$ cat config.mk
export PLATFORM = sky130hd
export DESIGN_NAME = ascii_length_record_scanner_unit
export DESIGN_NICKNAME = d
export VERILOG_FILES = /design/src/rtl/alrs_pkg.sv /design/src/rtl/ascii_length_record_scanner_unit.sv /design/src/rtl/alrs_in_stage.sv /design/src/rtl/alrs_core.sv /design/src/rtl/alrs_out_stage.sv
export SDC_FILE = /design/constraint.sdc
export NUM_CORES = 1
export LEC_CHECK = 0
export BUFFER_PORTS_ARGS = -buffer_cell sky130_fd_sc_hd__buf_4
export CAP_MARGIN = 20
export CORE_UTILIZATION = 38
export CTS_CLUSTER_SIZE = 24
export DETAILED_ROUTE_END_ITERATION = 10
export PLACE_DENSITY = 0.51
export RECOVER_POWER = 100
export SYNTH_ARGS = -nofsm -noshare
export SYNTH_HDL_FRONTEND = slang
export SYNTH_SLANG_ARGS = --single-unit
$ cat constraint.sdc
create_clock -name clk -period 17.5 [get_ports clk]
set_input_delay 0 -clock clk [delete_from_list [all_inputs] [get_ports clk]]
set_output_delay 0 -clock clk [all_outputs]
set_load 0.02 [all_outputs]
$ cat src/rtl/alrs_pkg.sv
// Shared types and constants for the length-prefixed record scanner.
`timescale 1ns / 1ps

package alrs_pkg;

    // Stream geometry
    localparam int PAYLOAD_MAX = 4096;  // cap on the effective payload length
    localparam int LEN_W       = 13;    // payload_length / byte counter width
    localparam int OFF_W       = 12;    // reported offset width
    localparam int SIZE_W      = 14;    // decoded size width
    localparam int VER_W       = 7;     // decoded version width
    localparam int NAME_W      = 48;    // target name width
    localparam int HPOS_W      = 4;     // header position counter width

    // Header layout
    localparam int HDR_LEN     = 12;
    localparam int NAME_LEN    = 6;
    localparam int SIZE_POS    = 8;

    localparam logic [LEN_W-1:0] OFFSET_SAT = {LEN_W{1'b1}};

    // Configuration register indexes
    localparam int CFG_IDX_W = 1;
    localparam logic [CFG_IDX_W-1:0] CFG_TARGET_NAME    = 1'b0;
    localparam logic [CFG_IDX_W-1:0] CFG_PAYLOAD_LENGTH = 1'b1;

    // Result status codes
    typedef enum logic [1:0] {
        ST_FOUND     = 2'd0,
        ST_NOT_FOUND = 2'd1,
        ST_OVERRUN   = 2'd2,
        ST_BAD_SIZE  = 2'd3
    } status_t;

    // One payload byte as held in the input register
    typedef struct packed {
        logic       valid;
        logic [7:0] data_byte;
        logic       last;
    } item_t;

    // One result request toward the output register
    typedef struct packed {
        logic              valid;
        status_t           status;
        logic [OFF_W-1:0]  block_offset;
        logic [SIZE_W-1:0] block_size;
        logic [VER_W-1:0]  block_version;
    } result_t;

endpackage

$ cat src/rtl/ascii_length_record_scanner_unit.sv
// Top level of the length-prefixed record scanner.
`timescale 1ns / 1ps

//  channel | signals                                         | direction
//  --------+-------------------------------------------------+----------
//  in      | in_valid, in_ready, data_byte, last             | sink
//  out     | out_valid, out_ready, status, block_offset,     | source
//          | block_size, block_version                       |
//  cfg     | cfg_valid, cfg_ready, cfg_index, cfg_data       | sink
//
//  One payload byte per clock while the output register can take a result:
//  a byte is held in the input register, then the record logic updates its
//  state and loads the output register. rst_n (async, active low) clears
//  all stream state and both registers. A stalled output holds the input
//  register and the record logic; while the output is drained each cycle,
//  bytes keep flowing at full rate.
//  Config writes are always taken (cfg_ready tied high).
//
//  Records: 12-byte header (6 name, 2 version digits, 4 size digits), the
//  size covering the header. The first header that gives a verdict ends the
//  scan; if none does by the last byte, a not-found request is emitted.

module ascii_length_record_scanner_unit
    import alrs_pkg::*;
(
    input  logic                 clk,
    input  logic                 rst_n,

    input  logic                 in_valid,
    output logic                 in_ready,
    input  logic [7:0]           data_byte,
    input  logic                 last,

    output logic                 out_valid,
    input  logic                 out_ready,
    output logic [1:0]           status,
    output logic [OFF_W-1:0]     block_offset,
    output logic [SIZE_W-1:0]    block_size,
    output logic [VER_W-1:0]     block_version,

    input  logic                 cfg_valid,
    output logic                 cfg_ready,
    input  logic [CFG_IDX_W-1:0] cfg_index,
    input  logic [NAME_W-1:0]    cfg_data
);

    item_t   item;
    result_t res;
    logic    advance;

    assign cfg_ready = 1'b1;

    // input register
    alrs_in_stage u_in_stage (
        .clk       (clk),
        .rst_n     (rst_n),
        .in_valid  (in_valid),
        .in_ready  (in_ready),
        .data_byte (data_byte),
        .last      (last),
        .advance   (advance),
        .item      (item)
    );

    // header parse, size checks and name compare
    alrs_core u_core (
        .clk       (clk),
        .rst_n     (rst_n),
        .cfg_we    (cfg_valid && cfg_ready),
        .cfg_index (cfg_index),
        .cfg_data  (cfg_data),
        .item      (item),
        .advance   (advance),
        .res       (res)
    );

    // result register
    alrs_out_stage u_out_stage (
        .clk           (clk),
        .rst_n         (rst_n),
        .res           (res),
        .advance       (advance),
        .out_valid     (out_valid),
        .out_ready     (out_ready),
        .status        (status),
        .block_offset  (block_offset),
        .block_size    (block_size),
        .block_version (block_version)
    );

endmodule

$ cat src/rtl/alrs_in_stage.sv
// Input register for payload bytes.
`timescale 1ns / 1ps

module alrs_in_stage
    import alrs_pkg::*;
(
    input  logic       clk,
    input  logic       rst_n,
    input  logic       in_valid,
    output logic       in_ready,
    input  logic [7:0] data_byte,
    input  logic       last,
    input  logic       advance,
    output item_t      item
);

    logic       valid_reg;
    logic [7:0] byte_reg;
    logic       last_reg;

    // take a new byte when empty or when the held one moves on
    assign in_ready = !valid_reg || advance;

    always_ff @(posedge clk or negedge rst_n)
    begin
        if (!rst_n)
        begin
            valid_reg <= 1'b0;
        end
        else if (in_ready)
        begin
            valid_reg <= in_valid;
        end
    end

    always_ff @(posedge clk)
    begin
        if (in_valid && in_ready)
        begin
            byte_reg <= data_byte;
            last_reg <= last;
        end
    end

    assign item.valid     = valid_reg;
    assign item.data_byte = byte_reg;
    assign item.last      = last_reg;

endmodule

$ cat src/rtl/alrs_core.sv
// Record walk state, configuration registers and per-byte decision logic.
`timescale 1ns / 1ps

module alrs_core
    import alrs_pkg::*;
(
    input  logic                 clk,
    input  logic                 rst_n,
    input  logic                 cfg_we,
    input  logic [CFG_IDX_W-1:0] cfg_index,
    input  logic [NAME_W-1:0]    cfg_data,
    input  item_t                item,
    input  logic                 advance,
    output result_t              res
);

    logic [NAME_W-1:0] target_name_reg;
    logic [LEN_W-1:0]  payload_length_reg;

    logic [LEN_W-1:0]  byte_offset_reg,  byte_offset_next;
    logic [LEN_W-1:0]  record_start_reg, record_start_next;
    logic [SIZE_W-1:0] skip_reg,         skip_next;
    logic [HPOS_W-1:0] hdr_pos_reg,      hdr_pos_next;
    logic              name_match_reg,   name_match_next;
    logic [SIZE_W-1:0] size_acc_reg,     size_acc_next;
    logic [VER_W-1:0]  ver_acc_reg,      ver_acc_next;
    logic [1:0]        digits_ok_reg,    digits_ok_next;
    logic              reported_reg,     reported_next;

    logic              fire;
    logic [LEN_W-1:0]  eff_len;

    assign fire    = item.valid && advance;
    assign eff_len = (payload_length_reg > LEN_W'(PAYLOAD_MAX)) ? LEN_W'(PAYLOAD_MAX)
                                                               : payload_length_reg;

    always_ff @(posedge clk or negedge rst_n)
    begin
        if (!rst_n)
        begin
            target_name_reg    <= '0;
            payload_length_reg <= '0;
        end
        else if (cfg_we)
        begin
            unique case (cfg_index)
                CFG_TARGET_NAME:    target_name_reg    <= cfg_data;
                CFG_PAYLOAD_LENGTH: payload_length_reg <= cfg_data[LEN_W-1:0];
                default:            ;
            endcase
        end
    end

    always_comb
    begin
        logic              digit;
        logic [3:0]        dval;
        logic [2:0]        npos;
        logic [7:0]        want;
        logic [SIZE_W-1:0] sz;
        logic [VER_W-1:0]  ver;
        logic [LEN_W:0]    hdr_end;
        logic [SIZE_W:0]   rec_end;

        byte_offset_next  = byte_offset_reg;
        record_start_next = record_start_reg;
        skip_next         = skip_reg;
        hdr_pos_next      = hdr_pos_reg;
        name_match_next   = name_match_reg;
        size_acc_next     = size_acc_reg;
        ver_acc_next      = ver_acc_reg;
        digits_ok_next    = digits_ok_reg;
        reported_next     = reported_reg;
        res               = '0;

        digit   = (item.data_byte >= 8'h30) && (item.data_byte <= 8'h39);
        dval    = item.data_byte[3:0];
        npos    = hdr_pos_reg[2:0];
        want    = target_name_reg[8*(NAME_LEN-1-int'(npos)) +: 8];
        hdr_end = {1'b0, byte_offset_reg} + (LEN_W+1)'(HDR_LEN);
        sz      = '0;
        ver     = '0;
        rec_end = '0;

        if (fire)
        begin
            if (!reported_reg)
            begin
                if (skip_reg != '0)
                begin
                    skip_next = skip_reg - SIZE_W'(1);
                end
                else if (hdr_pos_reg != '0 || hdr_end < {1'b0, eff_len})
                begin
                    if (hdr_pos_reg == '0)
                    begin
                        record_start_next = byte_offset_reg;
                        name_match_next   = 1'b1;
                        size_acc_next     = '0;
                        ver_acc_next      = '0;
                        digits_ok_next    = 2'b11;
                        want              = target_name_reg[NAME_W-1 -: 8];
                    end
                    if (hdr_pos_reg < HPOS_W'(NAME_LEN))
                    begin
                        if (want != item.data_byte)
                            name_match_next = 1'b0;
                    end
                    else if (hdr_pos_reg < HPOS_W'(SIZE_POS))
                    begin
                        if (digit)
                            ver_acc_next = VER_W'(ver_acc_next * VER_W'(10)
                                                  + VER_W'(dval));
                        else
                            digits_ok_next[0] = 1'b0;
                    end
                    else
                    begin
                        if (digit)
                            size_acc_next = SIZE_W'(size_acc_next * SIZE_W'(10)
                                                    + SIZE_W'(dval));
                        else
                            digits_ok_next[1] = 1'b0;
                    end
                    hdr_pos_next = hdr_pos_reg + HPOS_W'(1);

                    if (hdr_pos_reg == HPOS_W'(HDR_LEN - 1))
                    begin
                        ver          = digits_ok_next[0] ? ver_acc_next  : '0;
                        sz           = digits_ok_next[1] ? size_acc_next : '0;
                        rec_end      = (SIZE_W+1)'(record_start_reg) + (SIZE_W+1)'(sz);
                        hdr_pos_next = '0;
                        res.block_offset  = record_start_reg[OFF_W-1:0];
                        res.block_size    = sz;
                        res.block_version = ver;
                        if (!digits_ok_next[1] || sz < SIZE_W'(HDR_LEN))
                        begin
                            res.valid  = 1'b1;
                            res.status = ST_BAD_SIZE;
                        end
                        else if (rec_end > (SIZE_W+1)'(eff_len))
                        begin
                            res.valid  = 1'b1;
                            res.status = ST_OVERRUN;
                        end
                        else if (name_match_next)
                        begin
                            res.valid  = 1'b1;
                            res.status = ST_FOUND;
                        end
                        else
                        begin
                            skip_next = sz - SIZE_W'(HDR_LEN);
                        end
                        if (res.valid)
                            reported_next = 1'b1;
                    end
                end
            end

            if (byte_offset_reg != OFFSET_SAT)
                byte_offset_next = byte_offset_reg + LEN_W'(1);

            if (item.last)
            begin
                if (!reported_next)
                begin
                    res        = '0;
                    res.valid  = 1'b1;
                    res.status = ST_NOT_FOUND;
                end
                byte_offset_next  = '0;
                record_start_next = '0;
                skip_next         = '0;
                hdr_pos_next      = '0;
                name_match_next   = 1'b1;
                size_acc_next     = '0;
                ver_acc_next      = '0;
                digits_ok_next    = 2'b11;
                reported_next     = 1'b0;
            end
        end
    end

    always_ff @(posedge clk or negedge rst_n)
    begin
        if (!rst_n)
        begin
            byte_offset_reg  <= '0;
            record_start_reg <= '0;
            skip_reg         <= '0;
            hdr_pos_reg      <= '0;
            name_match_reg   <= 1'b1;
            size_acc_reg     <= '0;
            ver_acc_reg      <= '0;
            digits_ok_reg    <= 2'b11;
            reported_reg     <= 1'b0;
        end
        else
        begin
            byte_offset_reg  <= byte_offset_next;
            record_start_reg <= record_start_next;
            skip_reg         <= skip_next;
            hdr_pos_reg      <= hdr_pos_next;
            name_match_reg   <= name_match_next;
            size_acc_reg     <= size_acc_next;
            ver_acc_reg      <= ver_acc_next;
            digits_ok_reg    <= digits_ok_next;
            reported_reg     <= reported_next;
        end
    end

    // results only come from a byte that moves through
    a_res_needs_fire: assert property (@(posedge clk) disable iff (!rst_n)
        res.valid |-> fire)
        else $error("result without a consumed byte");

    // header position never runs past the header
    a_hdr_pos_range: assert property (@(posedge clk) disable iff (!rst_n)
        hdr_pos_reg < HPOS_W'(HDR_LEN))
        else $error("header position out of range");

    // skipping and header parsing are exclusive
    a_skip_vs_hdr: assert property (@(posedge clk) disable iff (!rst_n)
        skip_reg != '0 |-> hdr_pos_reg == '0)
        else $error("skip while inside a header");

    // last byte clears the stream state
    a_last_clears: assert property (@(posedge clk) disable iff (!rst_n)
        fire && item.last |=> byte_offset_reg == '0 && !reported_reg
                              && hdr_pos_reg == '0 && skip_reg == '0)
        else $error("stream state not cleared after last");

endmodule

$ cat src/rtl/alrs_out_stage.sv
// Output register holding one result request until it is taken.
`timescale 1ns / 1ps

module alrs_out_stage
    import alrs_pkg::*;
(
    input  logic              clk,
    input  logic              rst_n,
    input  result_t           res,
    output logic              advance,
    output logic              out_valid,
    input  logic              out_ready,
    output logic [1:0]        status,
    output logic [OFF_W-1:0]  block_offset,
    output logic [SIZE_W-1:0] block_size,
    output logic [VER_W-1:0]  block_version
);

    logic              valid_reg;
    status_t           status_reg;
    logic [OFF_W-1:0]  offset_reg;
    logic [SIZE_W-1:0] size_reg;
    logic [VER_W-1:0]  version_reg;

    // room for a new result when empty or being drained this cycle
    assign advance = !valid_reg || out_ready;

    always_ff @(posedge clk or negedge rst_n)
    begin
        if (!rst_n)
        begin
            valid_reg <= 1'b0;
        end
        else if (advance)
        begin
            valid_reg <= res.valid;
        end
    end

    always_ff @(posedge clk)
    begin
        if (advance && res.valid)
        begin
            status_reg  <= res.status;
            offset_reg  <= res.block_offset;
            size_reg    <= res.block_size;
            version_reg <= res.block_version;
        end
    end

    assign out_valid     = valid_reg;
    assign status        = status_reg;
    assign block_offset  = offset_reg;
    assign block_size    = size_reg;
    assign block_version = version_reg;

endmodule

==> impl_results.md, run 1 <==
- Status: finished, violations left
- Failing checks: capacitance limit, slew limit
- Critical path type: register to register
- Worst Setup Start Kind: register
- Fin crit share: 55.5%
- Dpl hpwl: 22.3 mm
- Placed cell area: 12100 um^2
- Max clock buf depth: 2
- CTS H-tree lvls: 4
- Cell count after synthesis: ~1100
- Worst-path maximum fanout: 20
- Die X: 172 um
- Hold_ws: 0.286 ns
- Synth Cell Area: 11000 um^2
- Peak supply drop: 0.0000580 V
- Worst r2r src: u_core.hdr_pos_reg[0]
- Slowest CP cell: nor3b_1
- Async set or reset register ratio after synthesis: 75.0%
- Switching part of the total power: 35.4%
- R2R Setup Slk: about 8 ns
- Worst setup EP type: register
- Port Buffers: 99
- Critical path required time: approximately 18 ns
- Core area: 28100 um^2
- Initial Util: 39.1%
- Num rows: 61
- Worst setup path startpoint: u_core.hdr_pos_reg[0]
- Hold violation count in the final report: 0
- Die height: 172 um
- Flop pwr share: slightly above 40%
- Reg2Reg Capture Point: u_out_stage.block_version[1]
- Number of inserted diodes: 0
- Max layer used: met4
- Via density: 5.49
- TritonCTS Buffers: 17
- Synth cell types: 91
- Seq cells post-synth: 176
- Syn. warnings: 0
- Slew headroom: -221%
- Slew Viols, Final: around 240
- Critical path endpoint: u_out_stage.block_version[1]
- Area growth syn-to-layout: 20.0%
- Total negative setup slack: 0 ns
- Antenna-violating nets left: 0
- Most frequent cells in the layout: 129 x dfrtp_1, 94 x nor2_1, 85 x nand2_1, 71 x mux2_2, 68 x ha_1
- WL met3: between 1 and 1.5 mm
- Worst-Skew Late Latency: 0.46 ns
- Top cell by count, worst path: ha_1
- Final Critical Period: between 9 and 10 ns
- Commonest non-fill, non-tap cell in the layout: dfrtp_1
- 1st-iter DRT viols: about 600
- CP Data Arrival Time: 9.79 ns
- Worst-path clk slew: 0.08 ns
- Initial antenna violation count: 0
- Layout cells sized above 1: 16.2%
- Post-route cell area: 13200 um^2
- Drt pass-1 iters: 5
- Routability cong.: 0.865
- R2R cell count: 30
- Synth Flop Type: dfrtp_1
- Clk_skew: between 0.015 and 0.02 ns
- Clock sink count: 176
- Max Clk Rate: slightly above 100 MHz
- Leakage: 5.62 nW
- Worst-Margin Slew: 4.81 ns
- Routed WL: 30.7 mm
- Register area share after synthesis: between 40% and 50%
- Pin count of the biggest net entering global routing: 88
- Cts repair resizes: 0
- GRT overflow: 0
- Clock share of power: 32.7%
- CTS tree: done
- Die Footprint: 29600 um^2
- DRT met1 WL: 14.8 mm
- Drt drc: 0
- WL/cell: 19.0 um
- Unrepaired setup endpoints after global routing: no
- IO Count: 101
- Post-synth EDFFs: 44
- CP max stage delay: 1.25 ns
- Via Count: 8879
- Internal Pwr Total: 0.827 mW
- Met2 wire len: 14.3 mm
- Global-route wire length before repair: 48.7 mm
- GRT Resource Usage Total: 21.7%
- Max Cap Viol: 6
- Total net switching power: 0.453 mW
- Avg Cell Area, Syn: 10.2 um^2
- Number of global-route vias before repair: 8714
- Nets: between 1000 and 1500
- Min-Delay Path Class: input port to register
- Root buffer cell: clkbuf_16
- Syn_nets: between 1000 and 1500
- PwrDens: roughly 97 nW/um^2
- Gate power share: 26.9%
- Number of flip-flops in the largest register: 48
- Final setup vio count: 0
cell type report:
class / instances / area, um^2
clock inverter: 15 / 214
timing repair buffer: 174 / 1290
clock buffer: 17 / 425
tap: 378 / 473
sequential: 176 / 4630
inverter: 45 / 169
fill: 2744 / 14900
multi-input combinational: 811 / 5990
metal layers:
metal,global-route usage [%],vias to the layer above
met5,0,-
met4,6.19,0
met3,2.93,35
met2,34.6,190
met1,30.6,4410
li1,-,4244
synth_stat cells, types with 11 or more instances:
master    count  share of area, %
xor2_1       34               2.7
xnor2_1      40               3.2
a31oi_1      12              0.68
edfxtp_1     44                12
a21oi_1      55               2.5
clkbuf_1     30               1.0
mux2_2       71               7.3
inv_1        42               1.4
a22o_1       21               1.7
nor2b_1      17              0.97
a21o_1       16               1.1
and2_1       18               1.0
a22oi_1      11              0.75
nand3_1      19              0.87
nor2_1       94               3.2
nand2_1      85               2.9
ha_1         68               7.7
o21ai_0      45               2.1
dfrtp_1     129                29
nor3_1       18              0.82
and3_1       14              0.80
worst min path at each step:
stage	start	end	slack (ns)	cells past startpoint
2_1_floorplan	rst_n	u_core.byte_offset_reg[0]	-0.30	0
3_3_place_gp	rst_n	u_core.skip_reg[9]	0.12	1
3_5_place_dp	rst_n	u_core.skip_reg[9]	0.12	1
4_1_cts	rst_n	u_core.skip_reg[13]	0.22	2
5_1_grt	last	u_in_stage.last_reg	0.28	2
6_report	data_byte[7]	u_in_stage.byte_reg[7]	0.29	2
through the flow:
step | util [%] | std cells | setup slack, ns | power [mW]
6_report | 46.9 | 1616 | 7.78 | 1.28
2_1_floorplan | - | 1076 | 8.91 | 0.761
4_1_cts | 47.7 | 1615 | 9.31 | 1.29
3_3_place_gp | 43.2 | 1522 | 9.63 | 0.858
3_5_place_dp | 43.2 | 1522 | 9.34 | 0.862
5_1_grt | 46.9 | 1616 | 7.05 | 1.35
critical path: cells and delay by family (launching register included):
kind / cells / cell delay, ns
buffers and inverters: 3 / 1.24
DFF: 1 / 0.72
adders and majority gates: 6 / 1.99
xor gates and xnor gates: 1 / 0.19
and+or+nand+nor: 10 / 2.72
AOI/OAI and AO/OA: 10 / 2.44
power by group through the flow:
stage / clock, mW / sequential [mW] / combinational (mW)
finish: 0.419 / 0.517 / 0.344
global route: 0.443 / 0.525 / 0.382
CTS: 0.428 / 0.517 / 0.350
detailed placement: 0 / 0.525 / 0.337
global placement: 0 / 0.524 / 0.333
floorplan: 0 / 0.506 / 0.255
cells by family after synthesis:
logic type / share of synthesized area, %
flops: 42.1
buf+inv: 3.21
simple gates: 15.1
xor+xnor: 5.90
mux: 9.11
other cells: 0.0341
compound gates: 15.8
fa+ha+maj: 8.67
repair_timing:
| item | CTS | global route |
|---|---|---|
| endpoints found under the hold margin | 158 | 0 |
| setup buffers | 0 | 0 |
| hold buffers | 61 | 0 |
No activity file was read; power rests on OpenSTA's default activity.
==> run 2: changes to the inputs <==
clock period = 10.15 ns   (was 17.5 ns; I/O delays follow)
==> impl_results.md, run 2 (synthesized netlist as in run 1, its figures left out) <==
- CTS tree: done
- Most frequent cells in the layout: 129 x dfrtp_1, 93 x nor2_1, 85 x nand2_1, 71 x mux2_2, 68 x ha_1
- Drt pass-1 iters: 4
- Slowest CP cell: or3b_1
- Slew headroom: -161%
- Worst setup EP type: register
- Gate power share: 28.3%
- Worst-path clk slew: ~0.08 ns
- Fin crit share: a little over four fifths
- Die X: 172 um
- Die height: 172 um
- Max Cap Viol: 3
- Hold buffer count at CTS: 61
- Clock sink count: roughly 180
- Worst r2r src: u_core.hdr_pos_reg[1]
- Clk_skew: 0.0176 ns
- Worst-Margin Slew: 3.91 ns
- Hold violation count in the final report: 0
- Min-Delay Path Class: input port to register
- Port Buffers: between 90 and 100
- Initial antenna violation count: 0
- Number of global-route vias before repair: 8465
- Nets: 1363
- Antenna-violating nets left: 0
- Failing checks: capacitance limit, slew limit
- Worst-Skew Late Latency: between 0.4 and 0.5 ns
- Top cell by count, worst path: ha_1
- Hold_ws: around 0.3 ns
- Global-route wire length before repair: 47.5 mm
- Layout cells sized above 1: 16.8%
- Hold Startpoint: data_byte[5]
- Slew Viols, Final: 184
- GRT Resource Usage Total: between 20% and 30%
- Routability cong.: around 0.92
- Switching part of the total power: 34.8%
- Number of flip-flops in the largest register: 48
- Root buffer cell: clkbuf_16
- Unrepaired setup endpoints after global routing: no
- WL/cell: 18.7 um
- Pin count of the biggest net entering global routing: a little under 70
- Via density: between 5 and 6
- Placed cell area: roughly 12000 um^2
- Worst-path maximum fanout: 35
- IO Count: 101
- PwrDens: between 150 and 200 nW/um^2
- Status: finished, violations left
- CP Data Arrival Time: 8.43 ns
- Clock share of power: 31.3%
- Number of instances in the placed design: 1525
- DRT met1 WL: 14.7 mm
- Flop pwr share: between 40% and 50%
- Post-Layout Cell Count: 1619
- TritonCTS Buffers: 17
- Met2 wire len: 14.3 mm
- Final setup vio count: 0
- Number of inserted diodes: 0
- Area growth syn-to-layout: 20.1%
- CP max stage delay: 0.88 ns
- Final Critical Period: between 8 and 9 ns
- Dpl hpwl: 22.4 mm
- Number of setup buffers added after CTS: 0
- Drt drc: 0
- Die Footprint: 29600 um^2
- Worst setup path startpoint: u_core.hdr_pos_reg[1]
- Leakage: between 5 and 6 nW
- Total negative setup slack: 0 ns
- Max layer used: met4
- Commonest non-fill, non-tap cell in the layout: dfrtp_1
- Initial Util: between 30% and 40%
- 1st-iter DRT viols: 496
- CTS H-tree lvls: 4
- Via Count: 8724
- Worst Setup Start Kind: register
- WL met3: 968 um
- Cts repair resizes: 0
- Critical path type: register to register
- Filler cells: between 2000 and 3000
- GRT overflow: 0
- Total net switching power: 0.756 mW
- Internal Pwr Total: 1.42 mW
- Max Clk Rate: 118 MHz
- Peak supply drop: 0.000121 V
- Post-route cell area: 13200 um^2
- Critical path required time: 10.14 ns
- Core area: roughly 28000 um^2
- Routed WL: 30.4 mm
- Max clock buf depth: 2
- Num rows: 61
run 2: cell types whose count changed in the layout (fill, tap and decap cells not counted), moves of 2 or more:
cell,previous run,this run
clkinv_4,0,3
and2_1,16,14
inv_12,6,1
buf_4,58,62
and2_0,3,5
run 2: final cells by class:
cell class                      instances  area, um^2  area share [%]
Inverter                               45         169            1.28
Clock buffer                           17         425            3.22
Sequential cell                       176        4630            35.1
Clock inverter                         15         186            1.41
Multi-Input combinational cell        811        6000            45.5
Tap cell                              378         473            3.58
Timing Repair Buffer                  177        1310            9.93
run 2: worst paths after layout:
check	to	slack, ns	cells after the start
max in group asynchronous	u_core.byte_offset_reg[12]	3.90	3
min reg2reg	u_core.ver_acc_reg[4]	0.48	2
min in group asynchronous	u_core.skip_reg[8]	1.47	2
max reg2reg	u_out_stage.status[1]	1.70	29
min	u_in_stage.byte_reg[5]	0.30	2
max	u_out_stage.status[1]	1.70	29
run 2: metrics by stage:
stage                     power [mW]  worst slack, ns  utilization, %
after floorplan                 1.31             1.56               -
after global placement          1.49             2.24            43.3
after detailed placement        1.50             1.99            43.3
after CTS                       2.20             1.98            47.7
after global routing            2.30             1.13            47.0
final                           2.17             1.70            47.0
run 2: layer usage:
layer  global-route usage [%]  vias to the layer above
met2                     34.1                      165
met1                     30.0                     4287
met3                     2.70                       31
met4                     5.46                        0
li1                         -                     4241
met5                        0                        -
run 2: critical path, delay by kind of cell, from the launching register on:
kind | cells | cell delay (ns)
AOI/OAI and AO/OA | 10 | 2.16
adders and majority gates | 6 | 2.10
buffers and inverters | 3 | 1.01
and+or+nand+nor | 8 | 1.89
DFF | 1 | 0.45
xor gates and xnor gates | 2 | 0.36
run 2: power groups by stage:
stage	Clock (mW)	Combinational (mW)	Sequential, mW
global placement	0	0.601	0.890
global route	0.725	0.682	0.889
detailed placement	0	0.606	0.891
finish	0.681	0.616	0.877
floorplan	0	0.440	0.872
CTS	0.699	0.627	0.877
==> run 3: changes to the inputs <==
PLACE_DENSITY = 0.53   (was 0.51)
clock period = 7.72 ns   (was 10.15 ns; I/O delays follow)
==> impl_results.md, run 3 (synthesized netlist as in run 1, its figures left out) <==
- Status: finished, violations left
- Failing checks: capacitance limit, slew limit
- Worst r2r src: u_core.hdr_pos_reg[1]
- Number of global-route vias before repair: approximately 8800
- Number of flip-flops in the largest register: 48
- Antenna-violating nets left: 0
- Worst setup EP type: register
- Clk_skew: 0.0149 ns
- Hold Startpoint: data_byte[1]
- Worst Hold Depth: 2
- Place WS: roughly 0.25 ns
- Via Count: 8766
- CP Depth: 30
- Port Buffers: 99
- Max Cap Viol: 4
- Die X: 172 um
- Worst-Skew Late Latency: 0.44 ns
- 1st-iter DRT viols: approximately 550
- Critical path type: register to register
- Dpl hpwl: 22.8 mm
- Slowest CP cell: dfrtp_1
- Area of the multi-input gates: slightly above 6000 um^2
- Initial antenna violation count: 0
- Clock share of power: between 30% and 40%
- Die Footprint: 29600 um^2
- Via density: 5.39
- Core area: approximately 28000 um^2
- Root buffer cell: clkbuf_16
- Clock sink count: between 150 and 200
- Max clock buf depth: 2
- Initial Util: 39.1%
- Filler cells: 2725
- Most frequent cells in the layout: 129 x dfrtp_1, 94 x nor2_1, 85 x nand2_1, 71 x mux2_2, 70 x buf_4
- R2R cell count: 30
- PwrDens: 215 nW/um^2
- Fin crit share: 95.5%
- Leakage: around 5.7 nW
- Unrepaired setup endpoints after global routing: no
- Worst-path maximum fanout: 20
- Max Clk Rate: about 140 MHz
- Total negative setup slack: 0 ns
- Final Critical Period: 7.37 ns
- Pin count of the biggest net entering global routing: 70
- Number of instances in the placed design: 1530
- Layout cells sized above 1: 18.0%
- Power Total: 2.86 mW
- Worst-path clk slew: 0.08 ns
- Slew headroom: -154%
- Top cell by count, worst path: ha_1
- Sequential cell area: roughly 4600 um^2
- Nets: 1370
- Num rows: roughly 60
- TritonCTS Buffers: 17
- Internal Pwr Total: 1.89 mW
- WP buf/inv: 4
- IO Count: 101
- Routed WL: 30.7 mm
- Worst Setup Start Kind: register
- GRT Resource Usage Total: 21.8%
- Worst-Margin Slew: 3.81 ns
- Critical path required time: 7.89 ns
- Drt drc: 0
- CP Data Arrival Time: 7.54 ns
- WL/cell: 18.9 um
- Routability cong.: 0.892
- Gate power share: 29.3%
- Global-route wire length before repair: between 40 and 50 mm
- CTS tree: done
- Peak supply drop: 0.000151 V
- Min-Delay Path Class: input port to register
- Largest delay share family, worst path: compound AO/OA/AOI/OAI gates
- Hold violation count in the final report: 0
- Switching part of the total power: 34.0%
- Flop pwr share: 40.4%
- Final setup vio count: 0
- Commonest non-fill, non-tap cell in the layout: dfrtp_1
- Slew Viols, Final: 203
- Area growth syn-to-layout: 21.0%
- CP max stage delay: 0.48 ns
- Drt pass-1 iters: 4
- Setup slack after layout: 0.345 ns
- Worst setup path startpoint: u_core.hdr_pos_reg[1]
- GRT overflow: 0
- Post-Layout Cell Count: 1626
- Total net switching power: 0.973 mW
- CTS H-tree lvls: 4
- Number of inserted diodes: 0
- Die height: 172 um
==> run 3: repair_timing <==
action                     4_1_cts  5_1_grt
gates resized for setup          0        6
setup endpoints to repair        0       84
buffers inserted                 0        2
hold buffers                    61        0
hold endpoints to repair       135        0
==> run 3: cell type report <==
| class | count | share of cell area, % |
|---|---|---|
| repair buffers | 183 | 10.3 |
| multi-input cells | 812 | 45.5 |
| inverters | 45 | 1.30 |
| well taps | 378 | 3.56 |
| clock buffers | 18 | 3.39 |
| flip-flops and latches | 176 | 34.8 |
| clock inverters | 14 | 1.10 |
==> run 3: path summary, 6_finish.rpt <==
| check | to | slack, ns |
|---|---|---|
| setup / recovery | u_out_stage.block_size[1] | 0.35 |
| setup reg to reg | u_out_stage.block_size[1] | 0.35 |
| max in group asynchronous | u_core.target_name_reg[10] | 3.08 |
| min in group asynchronous | u_core.ver_acc_reg[4] | 1.42 |
| hold / removal | u_in_stage.byte_reg[1] | 0.30 |
| hold reg to reg | u_core.digits_ok_reg[0] | 0.48 |
==> run 3: routing by layer <==
| metal | up-vias | part of all wire, % | global-route usage, % | routed length [um] |
|---|---|---|---|---|
| met4 | 0 | 2.2 | 7.16 | 679 |
| li1 | 4256 | - | - | - |
| met5 | - | 0 | 0 | 0 |
| met1 | 4263 | 48 | 30.1 | 14600 |
| met2 | 213 | 46 | 34.4 | 14000 |
| met3 | 34 | 4.3 | 3.82 | 1330 |
==> run 3: power groups by stage <==
stage / clock [mW] / combinational (mW) / sequential, mW
after floorplan: 0 / 0.578 / 1.15
after global placement: 0 / 0.809 / 1.17
after detailed placement: 0 / 0.822 / 1.17
after CTS: 0.887 / 0.849 / 1.15
after global routing: 0.923 / 0.929 / 1.17
final: 0.865 / 0.838 / 1.16
==> run 3: per-stage QoR <==
stage | util [%] | cell area [um^2] | hold slack [ns]
final | 47.3 | 13300 | 0.296
after global routing | 47.3 | 13300 | 0.292
after CTS | 47.7 | 13400 | 0.152
after detailed placement | 43.4 | 12200 | 0.0509
after global placement | 43.4 | 12200 | 0.0570
after floorplan | - | 11000 | -0.296
